==> src/rtl/pvas_pkg.sv <==
// Package with types and constants for the pump valve acknowledgement supervisor.
`timescale 1ns / 1ps
package pvas_pkg;

  typedef enum logic [2:0] {
    MODE_TICK   = 3'd0,
    MODE_ACK    = 3'd1,
    MODE_BUTTON = 3'd2,
    MODE_START  = 3'd3,
    MODE_STOP   = 3'd4,
    MODE_VALVE  = 3'd5
  } mode_t;

  localparam logic [2:0] PH_IDLE = 3'd0;
  localparam logic [2:0] PH_V1   = 3'd1;
  localparam logic [2:0] PH_SW2  = 3'd2;
  localparam logic [2:0] PH_V2   = 3'd3;
  localparam logic [2:0] PH_SW3  = 3'd4;
  localparam logic [2:0] PH_V3   = 3'd5;
  localparam logic [2:0] PH_DONE = 3'd6;

  localparam logic [2:0] REG_ACK_TIMEOUT   = 3'd0;
  localparam logic [2:0] REG_RETRY_LIMIT   = 3'd1;
  localparam logic [2:0] REG_HB_RUNNING    = 3'd2;
  localparam logic [2:0] REG_HB_IDLE       = 3'd3;
  localparam logic [2:0] REG_MANUAL_STEP   = 3'd4;
  localparam logic [2:0] REG_SWITCH_TMO    = 3'd5;
  localparam logic [2:0] REG_FORCE_LIMIT   = 3'd6;
  localparam logic [2:0] REG_FORCE_PERIOD  = 3'd7;

  localparam logic [6:0]  CODE_V1 = 7'd100;
  localparam logic [6:0]  CODE_V2 = 7'd10;
  localparam logic [6:0]  CODE_V3 = 7'd1;
  localparam logic [15:0] ACK_V1 = 16'd200;
  localparam logic [15:0] ACK_V2 = 16'd20;
  localparam logic [15:0] ACK_V3 = 16'd2;
  localparam logic [31:0] BUTTON_LOCKOUT = 32'd500;
  localparam logic [15:0] NO_ACK_YET = 16'd9999;

  typedef struct packed {
    logic [2:0]  mode;
    logic [15:0] ack_code;
    logic [1:0]  valve_choice;
  } in_item_t;

  typedef struct packed {
    logic        send_valid;
    logic [6:0]  send_code;
    logic        pump_on;
    logic [6:0]  command_code;
    logic [15:0] latest_ack;
    logic [2:0]  manual_phase;
    logic        awaiting_ack;
    logic        forcing_off;
    logic        stopped_by_retry_failure;
  } out_item_t;

  typedef struct packed {
    logic [15:0] ack_timeout_ticks;
    logic [3:0]  retry_limit;
    logic [19:0] heartbeat_running_ticks;
    logic [19:0] heartbeat_idle_ticks;
    logic [21:0] manual_step_ticks;
    logic [15:0] switch_timeout_ticks;
    logic [3:0]  force_off_limit;
    logic [15:0] force_off_period_ticks;
  } cfg_t;

  // Acknowledgement bits a command code expects; the code only takes the
  // values 0, 1, 10 and 100, and any other code is decoded digit by digit.
  function automatic logic [15:0] ack_bits_for(input logic [6:0] sig);
    logic [6:0] hund;
    logic [6:0] rest;
    logic [6:0] tens;
    logic [6:0] units;
    hund = (sig >= 7'd100) ? 7'd1 : 7'd0;
    rest = (sig >= 7'd100) ? sig - 7'd100 : sig;
    // Multiplying by 205 / 2048 gives the exact tens digit for 0 to 99.
    tens = 7'((15'(rest) * 15'd205) >> 11);
    units = rest - 7'(tens * 7'd10);
    ack_bits_for = ((hund != 7'd0) ? ACK_V1 : 16'd0) |
                   ((tens != 7'd0) ? ACK_V2 : 16'd0) |
                   ((units != 7'd0) ? ACK_V3 : 16'd0);
  endfunction

  function automatic logic ack_ok(input logic [6:0] sig, input logic [15:0] ack);
    logic [15:0] req;
    req = ack_bits_for(sig);
    if (sig == 7'd0) ack_ok = (ack == 16'd0);
    else ack_ok = ((ack & req) != 16'd0) && ((ack & ~req) == 16'd0);
  endfunction

endpackage

==> src/rtl/pvas_stream_if.sv <==
// Valid/ready channel interface carrying one payload type.
`timescale 1ns / 1ps
interface pvas_stream_if #(parameter type payload_t = logic) ();
  logic     valid;
  logic     ready;
  payload_t data;
  modport source (output valid, output data, input ready);
  modport sink (input valid, input data, output ready);
endinterface

==> src/rtl/pvas_cfg_regs.sv <==
// Configuration register file of the supervisor.
`timescale 1ns / 1ps
module pvas_cfg_regs (
  input  logic               clk,
  input  logic               rst,
  input  logic               cfg_we,
  input  logic [2:0]         cfg_index,
  input  logic [21:0]        cfg_data,
  output pvas_pkg::cfg_t     cfg
);
  import pvas_pkg::*;

  always_ff @(posedge clk) begin
    if (rst) begin
      cfg.ack_timeout_ticks       <= 16'd3000;
      cfg.retry_limit             <= 4'd5;
      cfg.heartbeat_running_ticks <= 20'd10000;
      cfg.heartbeat_idle_ticks    <= 20'd60000;
      cfg.manual_step_ticks       <= 22'd120000;
      cfg.switch_timeout_ticks    <= 16'd15000;
      cfg.force_off_limit         <= 4'd10;
      cfg.force_off_period_ticks  <= 16'd2000;
    end else if (cfg_we) begin
      unique case (cfg_index)
        REG_ACK_TIMEOUT:  cfg.ack_timeout_ticks       <= cfg_data[15:0];
        REG_RETRY_LIMIT:  cfg.retry_limit             <= cfg_data[3:0];
        REG_HB_RUNNING:   cfg.heartbeat_running_ticks <= cfg_data[19:0];
        REG_HB_IDLE:      cfg.heartbeat_idle_ticks    <= cfg_data[19:0];
        REG_MANUAL_STEP:  cfg.manual_step_ticks       <= cfg_data;
        REG_SWITCH_TMO:   cfg.switch_timeout_ticks    <= cfg_data[15:0];
        REG_FORCE_LIMIT:  cfg.force_off_limit         <= cfg_data[3:0];
        REG_FORCE_PERIOD: cfg.force_off_period_ticks  <= cfg_data[15:0];
        default: ;
      endcase
    end
  end
endmodule

==> src/rtl/pump_valve_ack_supervisor_unit.sv <==
// Top level of the pump valve acknowledgement supervisor.
`timescale 1ns / 1ps
// Each accepted event (tick, acknowledgement, button, manual start, stop or
// valve on) yields exactly one result item. An event is registered on input,
// the whole supervisor update is done in the next cycle and the result lands
// in a two-entry output buffer. One event is taken every cycle unless input
// is held off because the buffer, with the event in flight, would fill.
// Configuration writes take effect at the next edge; the user must make them
// while no event is in flight, which the block itself does not enforce.
module pump_valve_ack_supervisor_unit (
  input  logic        clk,
  input  logic        rst,
  input  logic        cfg_we,
  input  logic [2:0]  cfg_index,
  input  logic [21:0] cfg_data,
  pvas_stream_if.sink   in_ch,
  pvas_stream_if.source out_ch
);
  import pvas_pkg::*;

  cfg_t cfg;
  pvas_cfg_regs u_cfg (.clk, .rst, .cfg_we, .cfg_index, .cfg_data, .cfg);

  // Supervisor state.
  logic [31:0] now_ticks, sent_at, heartbeat_at, force_sent_at, phase_start, button_at;
  logic [6:0]  requested_code, sent_code;
  logic [15:0] seen_ack, running_ack;
  logic [3:0]  resend_count, force_count;
  logic [2:0]  phase;
  logic pump_running, ack_pending, retry_fail_flag, heartbeat_waiting, force_active, switch_sent;

  logic [31:0] now_ticks_next, sent_at_next, heartbeat_at_next, force_sent_at_next;
  logic [31:0] phase_start_next, button_at_next;
  logic [6:0]  requested_code_next, sent_code_next;
  logic [15:0] seen_ack_next, running_ack_next;
  logic [3:0]  resend_count_next, force_count_next;
  logic [2:0]  phase_next;
  logic pump_running_next, ack_pending_next, retry_fail_flag_next;
  logic heartbeat_waiting_next, force_active_next, switch_sent_next;

  // Input register and two-entry output buffer.
  logic     item_valid;
  in_item_t item;
  out_item_t buf0, buf1, result;
  logic [1:0] count;
  logic       push, pop;

  assign in_ch.ready = (count == 2'd0) || (count == 2'd1 && !item_valid) ||
                       (count == 2'd1 && pop) ||
                       (count == 2'd2 && pop && !item_valid);
  assign push = item_valid;
  assign pop = out_ch.valid && out_ch.ready;
  assign out_ch.valid = (count != 2'd0);
  assign out_ch.data = buf0;

  always_ff @(posedge clk) begin
    if (rst) item_valid <= 1'b0;
    else item_valid <= in_ch.valid && in_ch.ready;
    if (in_ch.valid && in_ch.ready) item <= in_ch.data;
  end

  always_ff @(posedge clk) begin
    if (rst) begin
      count <= 2'd0;
    end else begin
      count <= 2'(count + {1'b0, push} - {1'b0, pop});
      if (pop) begin
        buf0 <= (count == 2'd2) ? buf1 : result;
        if (push && count == 2'd2) buf1 <= result;
      end else if (push) begin
        if (count == 2'd0) buf0 <= result;
        else buf1 <= result;
      end
    end
  end

  always_comb begin
    logic tx_valid;
    logic [6:0] tx_code;
    logic [31:0] el;
    logic [31:0] period;
    logic [6:0] code;
    logic [15:0] ack;
    now_ticks_next = now_ticks; sent_at_next = sent_at; heartbeat_at_next = heartbeat_at;
    force_sent_at_next = force_sent_at; phase_start_next = phase_start;
    button_at_next = button_at; requested_code_next = requested_code;
    sent_code_next = sent_code; seen_ack_next = seen_ack; running_ack_next = running_ack;
    resend_count_next = resend_count; force_count_next = force_count; phase_next = phase;
    pump_running_next = pump_running; ack_pending_next = ack_pending;
    retry_fail_flag_next = retry_fail_flag; heartbeat_waiting_next = heartbeat_waiting;
    force_active_next = force_active; switch_sent_next = switch_sent;
    tx_valid = 1'b0; tx_code = 7'd0; el = 32'd0; period = 32'd0; code = 7'd0;
    ack = item.ack_code;

    case (item.mode)
      MODE_TICK: begin
        now_ticks_next = now_ticks + 32'd1;
        // Manual sequence.
        if (phase == PH_DONE) begin
          phase_next = PH_IDLE;
        end else if (phase != PH_IDLE && !ack_pending && !force_active) begin
          el = now_ticks_next - phase_start;
          if (phase == PH_V1 || phase == PH_V2) begin
            if (el >= {10'd0, cfg.manual_step_ticks}) begin
              if (pump_running) begin
                pump_running_next = 1'b0; running_ack_next = 16'd0;
                heartbeat_at_next = now_ticks_next;
              end
              requested_code_next = 7'd0; switch_sent_next = 1'b0;
              phase_start_next = now_ticks_next;
              phase_next = (phase == PH_V1) ? PH_SW2 : PH_SW3;
              retry_fail_flag_next = 1'b0; sent_code_next = 7'd0; ack_pending_next = 1'b1;
              sent_at_next = now_ticks_next; resend_count_next = 4'd0;
              tx_valid = 1'b1; tx_code = 7'd0;
            end
          end else if (phase == PH_SW2 || phase == PH_SW3) begin
            if (!switch_sent && (seen_ack == 16'd0 ||
                el > {16'd0, cfg.switch_timeout_ticks})) begin
              code = (phase == PH_SW2) ? CODE_V2 : CODE_V3;
              switch_sent_next = 1'b1; phase_start_next = now_ticks_next;
              phase_next = (phase == PH_SW2) ? PH_V2 : PH_V3;
              requested_code_next = code;
              retry_fail_flag_next = 1'b0; sent_code_next = code; ack_pending_next = 1'b1;
              sent_at_next = now_ticks_next; resend_count_next = 4'd0;
              tx_valid = 1'b1; tx_code = code;
            end
          end else if (phase == PH_V3) begin
            if (el >= {10'd0, cfg.manual_step_ticks}) begin
              phase_next = PH_DONE;
              if (pump_running) begin
                pump_running_next = 1'b0; running_ack_next = 16'd0;
                heartbeat_at_next = now_ticks_next;
              end
              requested_code_next = 7'd0;
              retry_fail_flag_next = 1'b0; sent_code_next = 7'd0; ack_pending_next = 1'b1;
              sent_at_next = now_ticks_next; resend_count_next = 4'd0;
              tx_valid = 1'b1; tx_code = 7'd0;
            end
          end
        end
        // Retry.
        if (ack_pending_next &&
            (now_ticks_next - sent_at_next) >= {16'd0, cfg.ack_timeout_ticks}) begin
          if (resend_count_next >= cfg.retry_limit) begin
            ack_pending_next = 1'b0; heartbeat_waiting_next = 1'b0;
            if (pump_running_next) begin
              pump_running_next = 1'b0; running_ack_next = 16'd0;
              heartbeat_at_next = now_ticks_next; retry_fail_flag_next = 1'b1;
            end
          end else begin
            resend_count_next = resend_count_next + 4'd1;
            sent_at_next = now_ticks_next;
            tx_valid = 1'b1; tx_code = sent_code_next;
          end
        end
        // Force-off.
        if (force_active_next) begin
          if (seen_ack_next == 16'd0) begin
            force_active_next = 1'b0; force_count_next = 4'd0;
          end else if (force_count_next >= cfg.force_off_limit) begin
            force_active_next = 1'b0;
          end else if ((now_ticks_next - force_sent_at_next) >=
                       {16'd0, cfg.force_off_period_ticks}) begin
            force_sent_at_next = now_ticks_next;
            force_count_next = force_count_next + 4'd1;
            tx_valid = 1'b1; tx_code = 7'd0;
          end
        end
        // Heartbeat.
        if (!force_active_next && !ack_pending_next) begin
          period = pump_running_next ? {12'd0, cfg.heartbeat_running_ticks}
                                     : {12'd0, cfg.heartbeat_idle_ticks};
          if ((now_ticks_next - heartbeat_at_next) >= period) begin
            heartbeat_at_next = now_ticks_next; heartbeat_waiting_next = 1'b1;
            code = pump_running_next ? requested_code_next : 7'd0;
            retry_fail_flag_next = 1'b0; sent_code_next = code; ack_pending_next = 1'b1;
            sent_at_next = now_ticks_next; resend_count_next = 4'd0;
            tx_valid = 1'b1; tx_code = code;
          end
        end
      end
      MODE_ACK: begin
        seen_ack_next = ack; ack_pending_next = 1'b0;
        if (force_active) begin
          if (ack == 16'd0) begin
            force_active_next = 1'b0; force_count_next = 4'd0;
          end
        end else if (heartbeat_waiting) begin
          heartbeat_waiting_next = 1'b0;
          if (pump_running) begin
            if (!ack_ok(requested_code, ack)) begin
              pump_running_next = 1'b0; running_ack_next = 16'd0;
              heartbeat_at_next = now_ticks;
              code = requested_code;
              retry_fail_flag_next = 1'b0; sent_code_next = code; ack_pending_next = 1'b1;
              sent_at_next = now_ticks; resend_count_next = 4'd0;
              tx_valid = 1'b1; tx_code = code;
            end else begin
              running_ack_next = ack;
            end
          end else if (ack != 16'd0) begin
            force_active_next = 1'b1; force_count_next = 4'd0; force_sent_at_next = 32'd0;
          end
        end else if (pump_running && requested_code != 7'd0) begin
          if (ack == 16'd0) begin
            pump_running_next = 1'b0; running_ack_next = 16'd0;
            heartbeat_at_next = now_ticks;
          end else if ((running_ack & ~ack) != 16'd0) begin
            pump_running_next = 1'b0; running_ack_next = 16'd0;
            heartbeat_at_next = now_ticks;
            code = requested_code;
            retry_fail_flag_next = 1'b0; sent_code_next = code; ack_pending_next = 1'b1;
            sent_at_next = now_ticks; resend_count_next = 4'd0;
            tx_valid = 1'b1; tx_code = code;
          end else begin
            running_ack_next = ack;
          end
        end else if (requested_code != 7'd0) begin
          // Pump is idle; an acceptable ack starts it unless retry failed.
          if (ack_ok(requested_code, ack)) begin
            if (retry_fail_flag) begin
              retry_fail_flag_next = 1'b0;
            end else begin
              pump_running_next = 1'b1; running_ack_next = ack;
              heartbeat_at_next = now_ticks;
            end
          end else if (!(ack == 16'd0 && pump_running)) begin
            code = requested_code;
            retry_fail_flag_next = 1'b0; sent_code_next = code; ack_pending_next = 1'b1;
            sent_at_next = now_ticks; resend_count_next = 4'd0;
            tx_valid = 1'b1; tx_code = code;
          end
        end else if (ack != 16'd0) begin
          retry_fail_flag_next = 1'b0; sent_code_next = 7'd0; ack_pending_next = 1'b1;
          sent_at_next = now_ticks; resend_count_next = 4'd0;
          tx_valid = 1'b1; tx_code = 7'd0;
        end
      end
      MODE_BUTTON, MODE_START, MODE_STOP, MODE_VALVE: begin
        if ((item.mode == MODE_BUTTON && (now_ticks - button_at) > BUTTON_LOCKOUT) ||
            (item.mode == MODE_START && phase == PH_IDLE) || item.mode == MODE_STOP ||
            (item.mode == MODE_VALVE && item.valve_choice != 2'd3)) begin
          if (item.mode == MODE_BUTTON) button_at_next = now_ticks;
          if (pump_running) begin
            pump_running_next = 1'b0; running_ack_next = 16'd0;
            heartbeat_at_next = now_ticks;
          end
          if (item.mode == MODE_VALVE) begin
            code = (item.valve_choice == 2'd0) ? CODE_V1 :
                   (item.valve_choice == 2'd1) ? CODE_V2 : CODE_V3;
          end else if (item.mode == MODE_STOP || phase != PH_IDLE) begin
            code = 7'd0; phase_next = PH_IDLE;
          end else begin
            code = CODE_V1; phase_next = PH_V1; phase_start_next = now_ticks;
            switch_sent_next = 1'b0;
          end
          requested_code_next = code;
          retry_fail_flag_next = 1'b0; sent_code_next = code; ack_pending_next = 1'b1;
          sent_at_next = now_ticks; resend_count_next = 4'd0;
          tx_valid = 1'b1; tx_code = code;
        end
      end
      default: ;
    endcase

    result.send_valid = tx_valid;
    result.send_code = tx_code;
    result.pump_on = pump_running_next;
    result.command_code = requested_code_next;
    result.latest_ack = seen_ack_next;
    result.manual_phase = phase_next;
    result.awaiting_ack = ack_pending_next;
    result.forcing_off = force_active_next;
    result.stopped_by_retry_failure = retry_fail_flag_next;
  end

  always_ff @(posedge clk) begin
    if (rst) begin
      now_ticks <= '0; sent_at <= '0; heartbeat_at <= '0; force_sent_at <= '0;
      phase_start <= '0; button_at <= '0; requested_code <= '0; sent_code <= '0;
      seen_ack <= NO_ACK_YET; running_ack <= '0; resend_count <= '0; force_count <= '0;
      phase <= PH_IDLE; pump_running <= 1'b0; ack_pending <= 1'b0;
      retry_fail_flag <= 1'b0; heartbeat_waiting <= 1'b0; force_active <= 1'b0;
      switch_sent <= 1'b0;
    end else if (item_valid) begin
      now_ticks <= now_ticks_next; sent_at <= sent_at_next;
      heartbeat_at <= heartbeat_at_next; force_sent_at <= force_sent_at_next;
      phase_start <= phase_start_next; button_at <= button_at_next;
      requested_code <= requested_code_next; sent_code <= sent_code_next;
      seen_ack <= seen_ack_next; running_ack <= running_ack_next;
      resend_count <= resend_count_next; force_count <= force_count_next;
      phase <= phase_next; pump_running <= pump_running_next;
      ack_pending <= ack_pending_next; retry_fail_flag <= retry_fail_flag_next;
      heartbeat_waiting <= heartbeat_waiting_next; force_active <= force_active_next;
      switch_sent <= switch_sent_next;
    end
  end
endmodule

==> src/flat_wrapper.sv <==
// flat-port wrapper written by rule: the top's interface ports become plain ports
module pump_valve_ack_supervisor_unit_flat import pvas_pkg::*;
  (clk, rst, cfg_we, cfg_index, cfg_data, in_ch_valid, in_ch_data, in_ch_ready, out_ch_valid, out_ch_data, out_ch_ready);
  pvas_stream_if in_ch_i ();
  pvas_stream_if out_ch_i ();
  input  logic clk;
  input  logic rst;
  input  logic cfg_we;
  input  logic [2:0] cfg_index;
  input  logic [21:0] cfg_data;
  input wire logic [$bits(in_ch_i.valid)-1:0] in_ch_valid;
  input wire logic [$bits(in_ch_i.data)-1:0] in_ch_data;
  output wire logic [$bits(in_ch_i.ready)-1:0] in_ch_ready;
  output wire logic [$bits(out_ch_i.valid)-1:0] out_ch_valid;
  output wire logic [$bits(out_ch_i.data)-1:0] out_ch_data;
  input wire logic [$bits(out_ch_i.ready)-1:0] out_ch_ready;
  assign in_ch_i.valid = in_ch_valid;
  assign in_ch_i.data = in_ch_data;
  assign in_ch_ready = in_ch_i.ready;
  assign out_ch_valid = out_ch_i.valid;
  assign out_ch_data = out_ch_i.data;
  assign out_ch_i.ready = out_ch_ready;
  pump_valve_ack_supervisor_unit u_core (.clk(clk), .rst(rst), .cfg_we(cfg_we), .cfg_index(cfg_index), .cfg_data(cfg_data), .in_ch(in_ch_i), .out_ch(out_ch_i));
endmodule
==> config.mk <==
export PLATFORM = sky130hd
export DESIGN_NAME = pump_valve_ack_supervisor_unit_flat
export DESIGN_NICKNAME = d
export VERILOG_FILES = /design/src/rtl/pvas_pkg.sv /design/src/rtl/pvas_stream_if.sv /design/src/rtl/pvas_cfg_regs.sv /design/src/rtl/pump_valve_ack_supervisor_unit.sv /design/src/flat_wrapper.sv
export SDC_FILE = /design/constraint.sdc
export NUM_CORES = 1
export LEC_CHECK = 0
export ABC_AREA = 1
export BUFFER_PORTS_ARGS = -buffer_cell sky130_fd_sc_hd__buf_2
export CORE_ASPECT_RATIO = 1.2
export CORE_UTILIZATION = 55
export DETAILED_ROUTE_END_ITERATION = 7
export MAX_ROUTING_LAYER = met4
export PLACE_DENSITY = 0.83
export SYNTH_ARGS = -nofsm -noshare
export SYNTH_HDL_FRONTEND = slang
export SYNTH_SLANG_ARGS = --single-unit
==> constraint.sdc <==
create_clock -name clk -period 15.55 [get_ports clk]
set_input_delay 0.7775 -clock clk [delete_from_list [all_inputs] [get_ports clk]]
set_output_delay 0.7775 -clock clk [all_outputs]
set_load 0.01 [all_outputs]
Word-level counts from Yosys, hierarchy flattened:

Index checks and enable logic that the tools add are counted.

* $add $sub $neg: 9
* order comparisons: 7
* eq/ne operators: 18
* muxes and demuxes: 148
* bitwise logic cells: 3
* reduce and logical (&&, ||, !) cells: 43

Operator list (number)
* $mux 32: 32
* $mux 7: 29
* $mux 38: 4
* $sub 32x32->32: 4
* $ge 32x16->1: 2
* $mux 4: 15
* $mux 1: 57
* $add 32x1->32 const B: 1
* $ge 32x22->1: 1
* $ge 32x32->1: 1
* $gt 32x16->1: 1
* $mux 3: 10
* $eq 3x3->1 const B: 7
* $mux 20: 1
* $reduce_and 2->1: 8
* $eq 3x2->1 const B: 4
* $logic_and 1x1->1: 12
* $reduce_bool 2->1: 5
* $add 4x1->4 const B: 2
* $ge 4x4->1: 2
* $reduce_and 4->1: 2
* $eq 3x1->1 const B: 2
* $logic_not 1->1: 6
* $reduce_and 6->1: 1
* 12 further kinds: 19

* bits in registers: 313
* output and inout port bits: 3

Logic depth before layout (Yosys ltp):

Gate-level depths: netlist of the first run.

* depth after elaboration: 21
* gate-level depth with buffers: 96

Hierarchy:

Synthesis of the first run repeated with hierarchy kept, for this count alone.

* cell total of the unflattened synthesis: 3911
* area total of the unflattened synthesis: 24661.2 um^2

Modules (own cells, without submodules)
* pump_valve_ack_supervisor_unit: instances 1, cells an instance 3278, area each 20139.3 um^2, sequential area each 3643.5 um^2
* pvas_cfg_regs: instances 1, cells an instance 633, area each 4521.8 um^2, sequential area each 2362.3 um^2

Worst setup path after synthesis of the first run:

OpenSTA, ideal clock, no wires.

* path type: reg-to-reg
* start: register u_core.now_ticks[0]
* end: register u_core.heartbeat_at[11]
* arrival: 12.047 ns
* required time: 15.441 ns
* path slack: 3.394 ns
* stages on the path, launching flop included: 88
* buffers on the path: 5
* clock period less this slack: 12.156 ns
* cells stage by stage: dfxtp_1 -> ha_1 -> nand2_1 -> nor3_1 -> nand2_1 -> inv_1 -> nand3_1 -> nor2_1 -> nand3_1 -> nor3_1 -> nand3_1 -> nor2_1 -> nand3_1 -> nor2_1 -> inv_1 -> nor3_1 -> nand3_1 -> xnor2_1 -> [... 52 more ...] -> nor2_1 -> o21ai_0 -> a21oi_1 -> nor2_1 -> o2111ai_1 -> o211a_1 -> nand2_1 -> nor2_1 -> nand2_1 -> nor2_1 -> nand3_1 -> or2_1 -> buf_6 -> buf_6 -> nand3_2 -> nand3_1 -> nand2_1 -> inv_1

* longest elaborated chain between the ends: 17

Ends and longest elaborated chain
* start: declaration: line pump_valve_ack_supervisor_unit.sv:25 `logic [31:0] now_ticks, sent_at, heartbeat_at, force_sent_at, phase_start, button_at;`
* start signal: assignment: line pump_valve_ack_supervisor_unit.sv:286 `now_ticks <= now_ticks_next; sent_at <= sent_at_next;`
* $add 32x1->32 (*): line pump_valve_ack_supervisor_unit.sv:97 `now_ticks_next = now_ticks + 32'd1;`
* $sub 32x32->32: line pump_valve_ack_supervisor_unit.sv:102 `el = now_ticks_next - phase_start;`
* $ge 32x22->1 or $gt 32x16->1 (tied branches): line pump_valve_ack_supervisor_unit.sv:104, pump_valve_ack_supervisor_unit.sv:128, pump_valve_ack_supervisor_unit.sv:118
* $mux 32 or $logic_and 1x1->1 (tied branches): line pump_valve_ack_supervisor_unit.sv:104, pump_valve_ack_supervisor_unit.sv:128, pump_valve_ack_supervisor_unit.sv:117
* $mux 32 (on tied branches): line pump_valve_ack_supervisor_unit.sv:127, pump_valve_ack_supervisor_unit.sv:117
* $mux 32: line pump_valve_ack_supervisor_unit.sv:116 `end else if (phase == PH_SW2 || phase == PH_SW3) begin`
* $mux 32: line pump_valve_ack_supervisor_unit.sv:103 `if (phase == PH_V1 || phase == PH_V2) begin`
* $mux 32: line pump_valve_ack_supervisor_unit.sv:101 `end else if (phase != PH_IDLE && !ack_pending && !force_active) begin`
* $mux 32: line pump_valve_ack_supervisor_unit.sv:99 `if (phase == PH_DONE) begin`
* $sub 32x32->32: line pump_valve_ack_supervisor_unit.sv:143 `(now_ticks_next - sent_at_next) >= {16'd0, cfg.ack_timeout_ticks}) begin`
* $ge 32x16->1: line pump_valve_ack_supervisor_unit.sv:143
* $logic_and 1x1->1: line pump_valve_ack_supervisor_unit.sv:142 `if (ack_pending_next &&`
* $mux 32 or $mux 1 (tied branches): line pump_valve_ack_supervisor_unit.sv:142
* $sub 32x32->32 or $mux 20 (tied branches): line pump_valve_ack_supervisor_unit.sv:173, pump_valve_ack_supervisor_unit.sv:171
* $ge 32x32->1: line pump_valve_ack_supervisor_unit.sv:173 `if ((now_ticks_next - heartbeat_at_next) >= period) begin`
* $mux 32: line pump_valve_ack_supervisor_unit.sv:173
* $mux 32 (*): line pump_valve_ack_supervisor_unit.sv:170 `if (!force_active_next && !ack_pending_next) begin`
* end signal: assignment: line pump_valve_ack_supervisor_unit.sv:287 `heartbeat_at <= heartbeat_at_next; force_sent_at <= force_sent_at_next;`
* end: declaration: line pump_valve_ack_supervisor_unit.sv:25

Every way passes the cells marked *; elsewhere a longest branch is shown, timed or not.
A chain may end at the register's enable or synchronous reset.

Worst setup path in the final report of the first run:

* start: register u_core.now_ticks[0]
* end: register u_core.heartbeat_at[5]

Same word-level chain as after synthesis.

==> results of run 1 <==
-- per-layer routing --
metal	global-route usage (%)	vias to the layer above	share of wire, %
li1	-	12409	-
met1	38.1	11160	40
met2	55.1	928	46
met3	3.62	229	7.4
met4	18.9	0	6.5
met5	-	-	0
-- state kept, by name (all words and copies together), names as in the netlist, 4 cells and up --
signal / count
u_core.force_count: 4
u_core.force_sent_at: 32
u_core.heartbeat_at: 32
u_core.now_ticks: 32
u_core.phase_start: 32
u_core.resend_count: 4
u_core.sent_at: 32
u_core.u_cfg.cfg: 118
-- area by class of cell --
| cell class | count | share of cell area, % |
|---|---|---|
| antenna | 1 | 0.00954 |
| clock buffer | 43 | 3.28 |
| clock inverter | 15 | 1.01 |
| inverter | 620 | 8.88 |
| multi-input combinational | 2758 | 58.6 |
| sequential | 299 | 22.9 |
| tap | 552 | 2.63 |
| timing repair buffer | 98 | 2.65 |
-- report_power, final --
part           leakage [nW]  internal [mW]  switching [mW]
Combinational          10.4          0.811            1.55
Clock                 0.556          0.503           0.330
Sequential             2.44          0.822          0.0374
-- path summary, 6_finish.rpt --
| kind | startpoint | to | slack (ns) | cells past startpoint |
|---|---|---|---|---|
| setup / recovery | u_core.now_ticks[0] | u_core.heartbeat_at[5] | 0.93 | 85 |
| hold / removal | in_ch_valid | u_core.item_valid | 0.39 | 3 |
| setup reg to reg | u_core.now_ticks[0] | u_core.heartbeat_at[5] | 0.93 | 85 |
| hold reg to reg | u_core.u_cfg.cfg[116] | u_core.u_cfg.cfg[116] | 0.46 | 2 |
-- cell families after synthesis --
logic type	share of synthesized area, %
flops	24.9
simple gates	27.2
xor+xnor	4.03
mux	0.923
fa+ha+maj	12.0
buf+inv	11.8
compound gates	19.2
-- per-stage QoR --
stage / hold WS [ns] / TNS, ns / setup WS [ns] / power [mW] / util [%]
floorplan: 0.428 / 0 / 3.39 / 2.51 / -
global placement: 0.437 / 0 / 1.29 / 3.12 / 58.2
detailed placement: 0.447 / 0 / 1.13 / 3.16 / 58.2
CTS: 0.382 / 0 / 0.953 / 3.99 / 60.8
global route: 0.416 / -1.39 / -0.0826 / 4.36 / 61.0
finish: 0.395 / 0 / 0.933 / 4.05 / 61.0
-- cell usage in the layout (no fill, tap or decap), types with 14 or more instances in the layout --
cell type    n
nand2_2     16
buf_2       31
buf_4       64
o221ai_1    14
inv_2       14
clkbuf_16   31
nand3_1    193
mux2i_1     20
nor2_1     349
nor3_1      40
dfxtp_1    296
ha_1       227
inv_1      600
o21ai_0    314
nand3_2     24
xor2_1      76
xnor2_1     30
nand4_1     29
a21oi_1    375
o22ai_1     20
o211ai_1    40
nand2_1    845
-- tightest hold or removal path: stages --
cell and delay, ns:
buf_2 0.09, nand2_1 0.05, nor2_1 0.03
==> flow_metrics.tcl, run 1 <==
set metrics [dict create \
    portBuffers 32 \
    synth_area_per_cell_um2 6.35 \
    max_freq_ghz 0.0684 \
    grt_usage_pct 32.8 \
    fin_skew_ns 0.0197 \
    slew_headroom_pct 22.7 \
    crit_buf_inv 11 \
    post_cts_buffers 0 \
    leakagePower_nw 13.4 \
    synth_seq_cells 299 \
    dieHeight_um 232 \
    yosysMostFrequentCell "nand2_1" \
    gp_congestion 0.986 \
    synth_nets 4063 \
    clock-sinks 299 \
    finalHoldViolations 0 \
    fin_cells 4386 \
    maxCapViolations 0 \
    dpl-instance-area_um2 25000 \
    synth_edf_count 2 \
    cts_buffer_depth 3 \
    status "complete, but fails checks" \
    vias 24726 \
    max_slew.worst_pin.slew_ns 1.16 \
    violations "design-rule violations" \
    yosysTopAreaCell "dfxtp_1" \
    cts_tree "built" \
    grt_pass1_wl_mm 115 \
    min_period_ns 14.62 \
    synth-main-ff-cell "dfxtp_1" \
    async_flop_share_pct 0 \
    setup_viol 0 \
    numCtsBuffers 31 \
    grt_max_degree 126 \
    yosysWarningCount 0 \
    initial_core_util_pct 56.1 \
    path_max_fanout 27 \
    vias_per_cell 5.64 \
    multiInputGateArea_um2 15400 \
    first_pass_iters 8 \
    min_path_type "in2reg" \
    drive_gt1_share_pct 6.39 \
    ios 34 \
    grt_overflow 0 \
    critical_path_required_ns 16.05 \
    place_inst 4327 \
    dieArea_um2 44700 \
    ys_seq_area_share_pct 24.9 \
    syn_area_um2 24100 \
    max_stage_delay_ns 0.48 \
    die_w_um 193 \
    period_share_pct 94.0 \
    fp-row-count 83 \
    crit_family "simple AND/OR/NAND/NOR gates" \
    power.density_nw_per_um2 154 \
    synthCells 3802 \
    insertion_delay_ns 0.60 \
    design_area_um2 26200 \
    synth_cell_types 56 \
    nets 4069 \
    drc 2 \
    first_iter_violations 2188 \
    synth_top_area_share_pct 24.6 \
    dp_hpwl_mm 55.3 \
    hold_buffers 0 \
    routed_wl_mm 72.4 \
    irDropWorstVdd_mv 0.0839 \
    slew_violations 0 \
    synthTopCellsByArea "dfxtp_1 (25%), nand2_1 (13%), ha_1 (12%)" \
    yosys-top-cells-count "nand2_1 (847), inv_1 (602), a21oi_1 (378)" \
    cp-start-kind "flop" \
    postRouteAntennaNets 0 \
    nFillCells 3991 \
    cp.arrival_ns 15.12 \
    clkTransAtPathRegs_ns 0.06 \
    cpMostUsedCell "nand2_1" \
    crit_slowest_cell "ha_1" \
    antenna_found_initial 1 \
    core_area_um2 43000 \
    endpoint_kind "flop" \
    ctsResizeCount 0 \
    seq_area_um2 6010 \
    first_global_vias 22763 \
    path_class "reg2reg" \
    wl_per_cell_um 16.5 \
    area_delta_synth_final_pct 8.71 \
    htree_levels 1 \
    cts-root-buf "clkbuf_16" \
]
Power figures use the tool's default switching activity.
==> run 2: changes to the inputs <==
--- a/config.mk
+++ b/config.mk
@@ -5,7 +5,6 @@
 export SDC_FILE = /design/constraint.sdc
 export NUM_CORES = 1
 export LEC_CHECK = 0
-export ABC_AREA = 1
 export BUFFER_PORTS_ARGS = -buffer_cell sky130_fd_sc_hd__buf_2
 export CORE_ASPECT_RATIO = 1.2
 export CORE_UTILIZATION = 55
==> flow_metrics.tcl, run 2 <==
set metrics [dict create \
    routed_wl_mm 67.0 \
    insertion_delay_ns 0.55 \
    max_freq_ghz 0.0665 \
    synthCells 2856 \
    antenna_found_initial 0 \
    cp.arrival_ns 15.43 \
    design_area_um2 26500 \
    critical_path_required_ns 15.94 \
    n_antenna_cell 0 \
    gr-usage-met3_pct 4.49 \
    async_flop_share_pct 0 \
    cp-startpoint "u_core.now_ticks[1]" \
    portBuffers 32 \
    numCtsBuffers 35 \
    r2r_slack_ns 0.51 \
    max_stage_delay_ns 0.63 \
    pre_cts_ws_ns -0.510 \
    crit_buf_inv 9 \
    synth_seq_cells 299 \
    grt_max_degree 98 \
    drive_gt1_share_pct 16.6 \
    cts_tree "built" \
    place_inst 3540 \
    wl_per_cell_um 18.4 \
    yosysTopAreaCell "dfxtp_1" \
    yosysWarningCount 0 \
    crit_family "compound AO/OA/AOI/OAI gates" \
    nFillCells 3232 \
    synthTopCellsByArea "dfxtp_1 (27%), ha_1 (13%), mux2i_1 (7.0%)" \
    hold_buffers 0 \
    crit_slowest_cell "o41a_4" \
    cts-root-buf "clkbuf_16" \
    layout_commonest_cell "nand2_1" \
    hold_ws_ns 0.454 \
    synth_nets 3117 \
    min_from "u_core.u_cfg.cfg[75]" \
    met1_usage_pct 36.0 \
    status "complete, no violations" \
    htree_levels 2 \
    synth_top_area_share_pct 26.7 \
    synth_cell_types 96 \
    slew_headroom_pct 19.1 \
    drc 0 \
    dieArea_um2 41300 \
    first_iter_violations 1685 \
    gp_congestion 1.01 \
    cts_buffer_depth 3 \
    period_share_pct 96.7 \
    area_delta_synth_final_pct 19.1 \
    fin_cells 3631 \
    path_class "reg2reg" \
    setup_viol 0 \
    utilization_pct 66.6 \
    clock-sinks 299 \
    synth_area_per_cell_um2 7.80 \
    synth-main-ff-cell "dfxtp_1" \
    largest_register_ff_count 118 \
    grt_busiest_layer "met2" \
    irDropWorstVdd_mv 0.0995 \
    yosys-top-cells-count "nand2_1 (409), dfxtp_1 (297), nor2_1 (293)" \
    synth_edf_count 2 \
    grt_usage_pct 32.0 \
    met2_usage_pct 54.7 \
    endpoint_kind "flop" \
    final_cell_mix "nand2_1 (408), dfxtp_1 (295), nor2_1 (286), buf_4 (264), ha_1 (222)" \
    first_pass_iters 6 \
    fin_skew_ns 0.0258 \
    cp-start-kind "flop" \
    path_max_fanout 11 \
    setup_ws_ns 0.512 \
    dp_hpwl_mm 48.4 \
    fp-row-count 80 \
    nets 3335 \
    min_path_type "reg2reg" \
    die_w_um 186 \
    postRouteAntennaNets 0 \
    yosysMostFrequentCell "nand2_1" \
    min_period_ns 15.04 \
    max_slew.worst_pin.slew_ns 1.21 \
    dieHeight_um 222 \
    leakagePower_nw 12.3 \
    first_global_vias 20985 \
    slew_violations 0 \
    clkTransAtPathRegs_ns 0.06 \
    largest_register "u_core.u_cfg.cfg" \
    dpl-instance-area_um2 24500 \
    grt_pass1_wl_mm 103 \
    syn_area_um2 22300 \
    finalHoldViolations 0 \
    maxCapViolations 0 \
    ios 34 \
    power.density_nw_per_um2 89.7 \
    ys_seq_area_share_pct 27.0 \
    initial_core_util_pct 55.9 \
    r2r-start "u_core.now_ticks[1]" \
    vias 21774 \
    vias_per_cell 6.00 \
    core_area_um2 39800 \
    grt_overflow 0 \
]
-- run 2: cell count changes in the layout (fill, tap and decap cells not counted), sizes merged, moves of 69 or more --
cell and change:
mux2i +135, nand2 -456, o21ai -206, a21o +72, nor2 -69, buf +206, inv -425, nand3 -155
a21oi -148
-- run 2: stage by stage --
step	total power, mW	TNS [ns]
global placement	1.45	-0.0357
CTS	2.31	0
floorplan	1.26	0
detailed placement	1.47	-29.85
global route	2.48	-6.27
finish	2.38	0
-- run 2: routing by layer --
layer / share of wire, % / vias up
met2: 48 / 772
met3: 6.6 / 232
met4: 5.7 / 0
met5: 0 / -
met1: 40 / 10333
li1: - / 10437
-- run 2: cell type report --
type | count | area (um^2) | area share (%)
clock buffer | 49 | 1040 | 3.92
multi-input combinational | 2240 | 15700 | 59.0
tap | 533 | 667 | 2.51
clock inverter | 12 | 105 | 0.396
timing repair buffer | 307 | 2330 | 8.79
inverter | 191 | 721 | 2.72
sequential | 299 | 6010 | 22.6
-- run 2: cell families (layout without fill, tap and decap cells) --
logic type / after synthesis / after routing / synth area share (%)
AND/OR/NAND/NOR: 1010 / 1010 / 20.6
AO/OA/AOI/OAI: 694 / 694 / 20.7
buffers and inverters: 317 / 559 / 5.64
flip-flops: 299 / 299 / 27.0
adder cells (fa/ha/maj): 230 / 230 / 13.0
multiplexers: 162 / 162 / 7.32
XOR/XNOR: 144 / 144 / 5.75
-- run 2: timing repair --
item / 4_1_cts / 5_1_grt
gates cloned: 0 / 5
endpoints found under the hold margin: 0 / 0
pin swaps: 10 / 51
setup endpoints to repair: 72 / 72
resized for setup: 28 / 105
setup buffers: 4 / 21
-- run 2: power breakdown --
group / internal [mW] / leakage (nW) / total (mW) / switching, mW
combinational: 0.340 / 9.32 / 0.757 / 0.418
sequential: 0.785 / 2.42 / 0.797 / 0.0115
clock: 0.484 / 0.566 / 0.826 / 0.342
-- run 2: tightest hold or removal path: stages (launching register included) --
cell	delay, ns
dfxtp_1	0.31
nand2_1	0.05
a21oi_1	0.05
-- run 2: worst paths after layout --
kind,end,cells after the start
hold reg to reg,u_core.u_cfg.cfg[75],2
setup reg to reg,u_core.heartbeat_at[0],78
hold / removal,u_core.u_cfg.cfg[75],2
setup / recovery,u_core.heartbeat_at[0],78
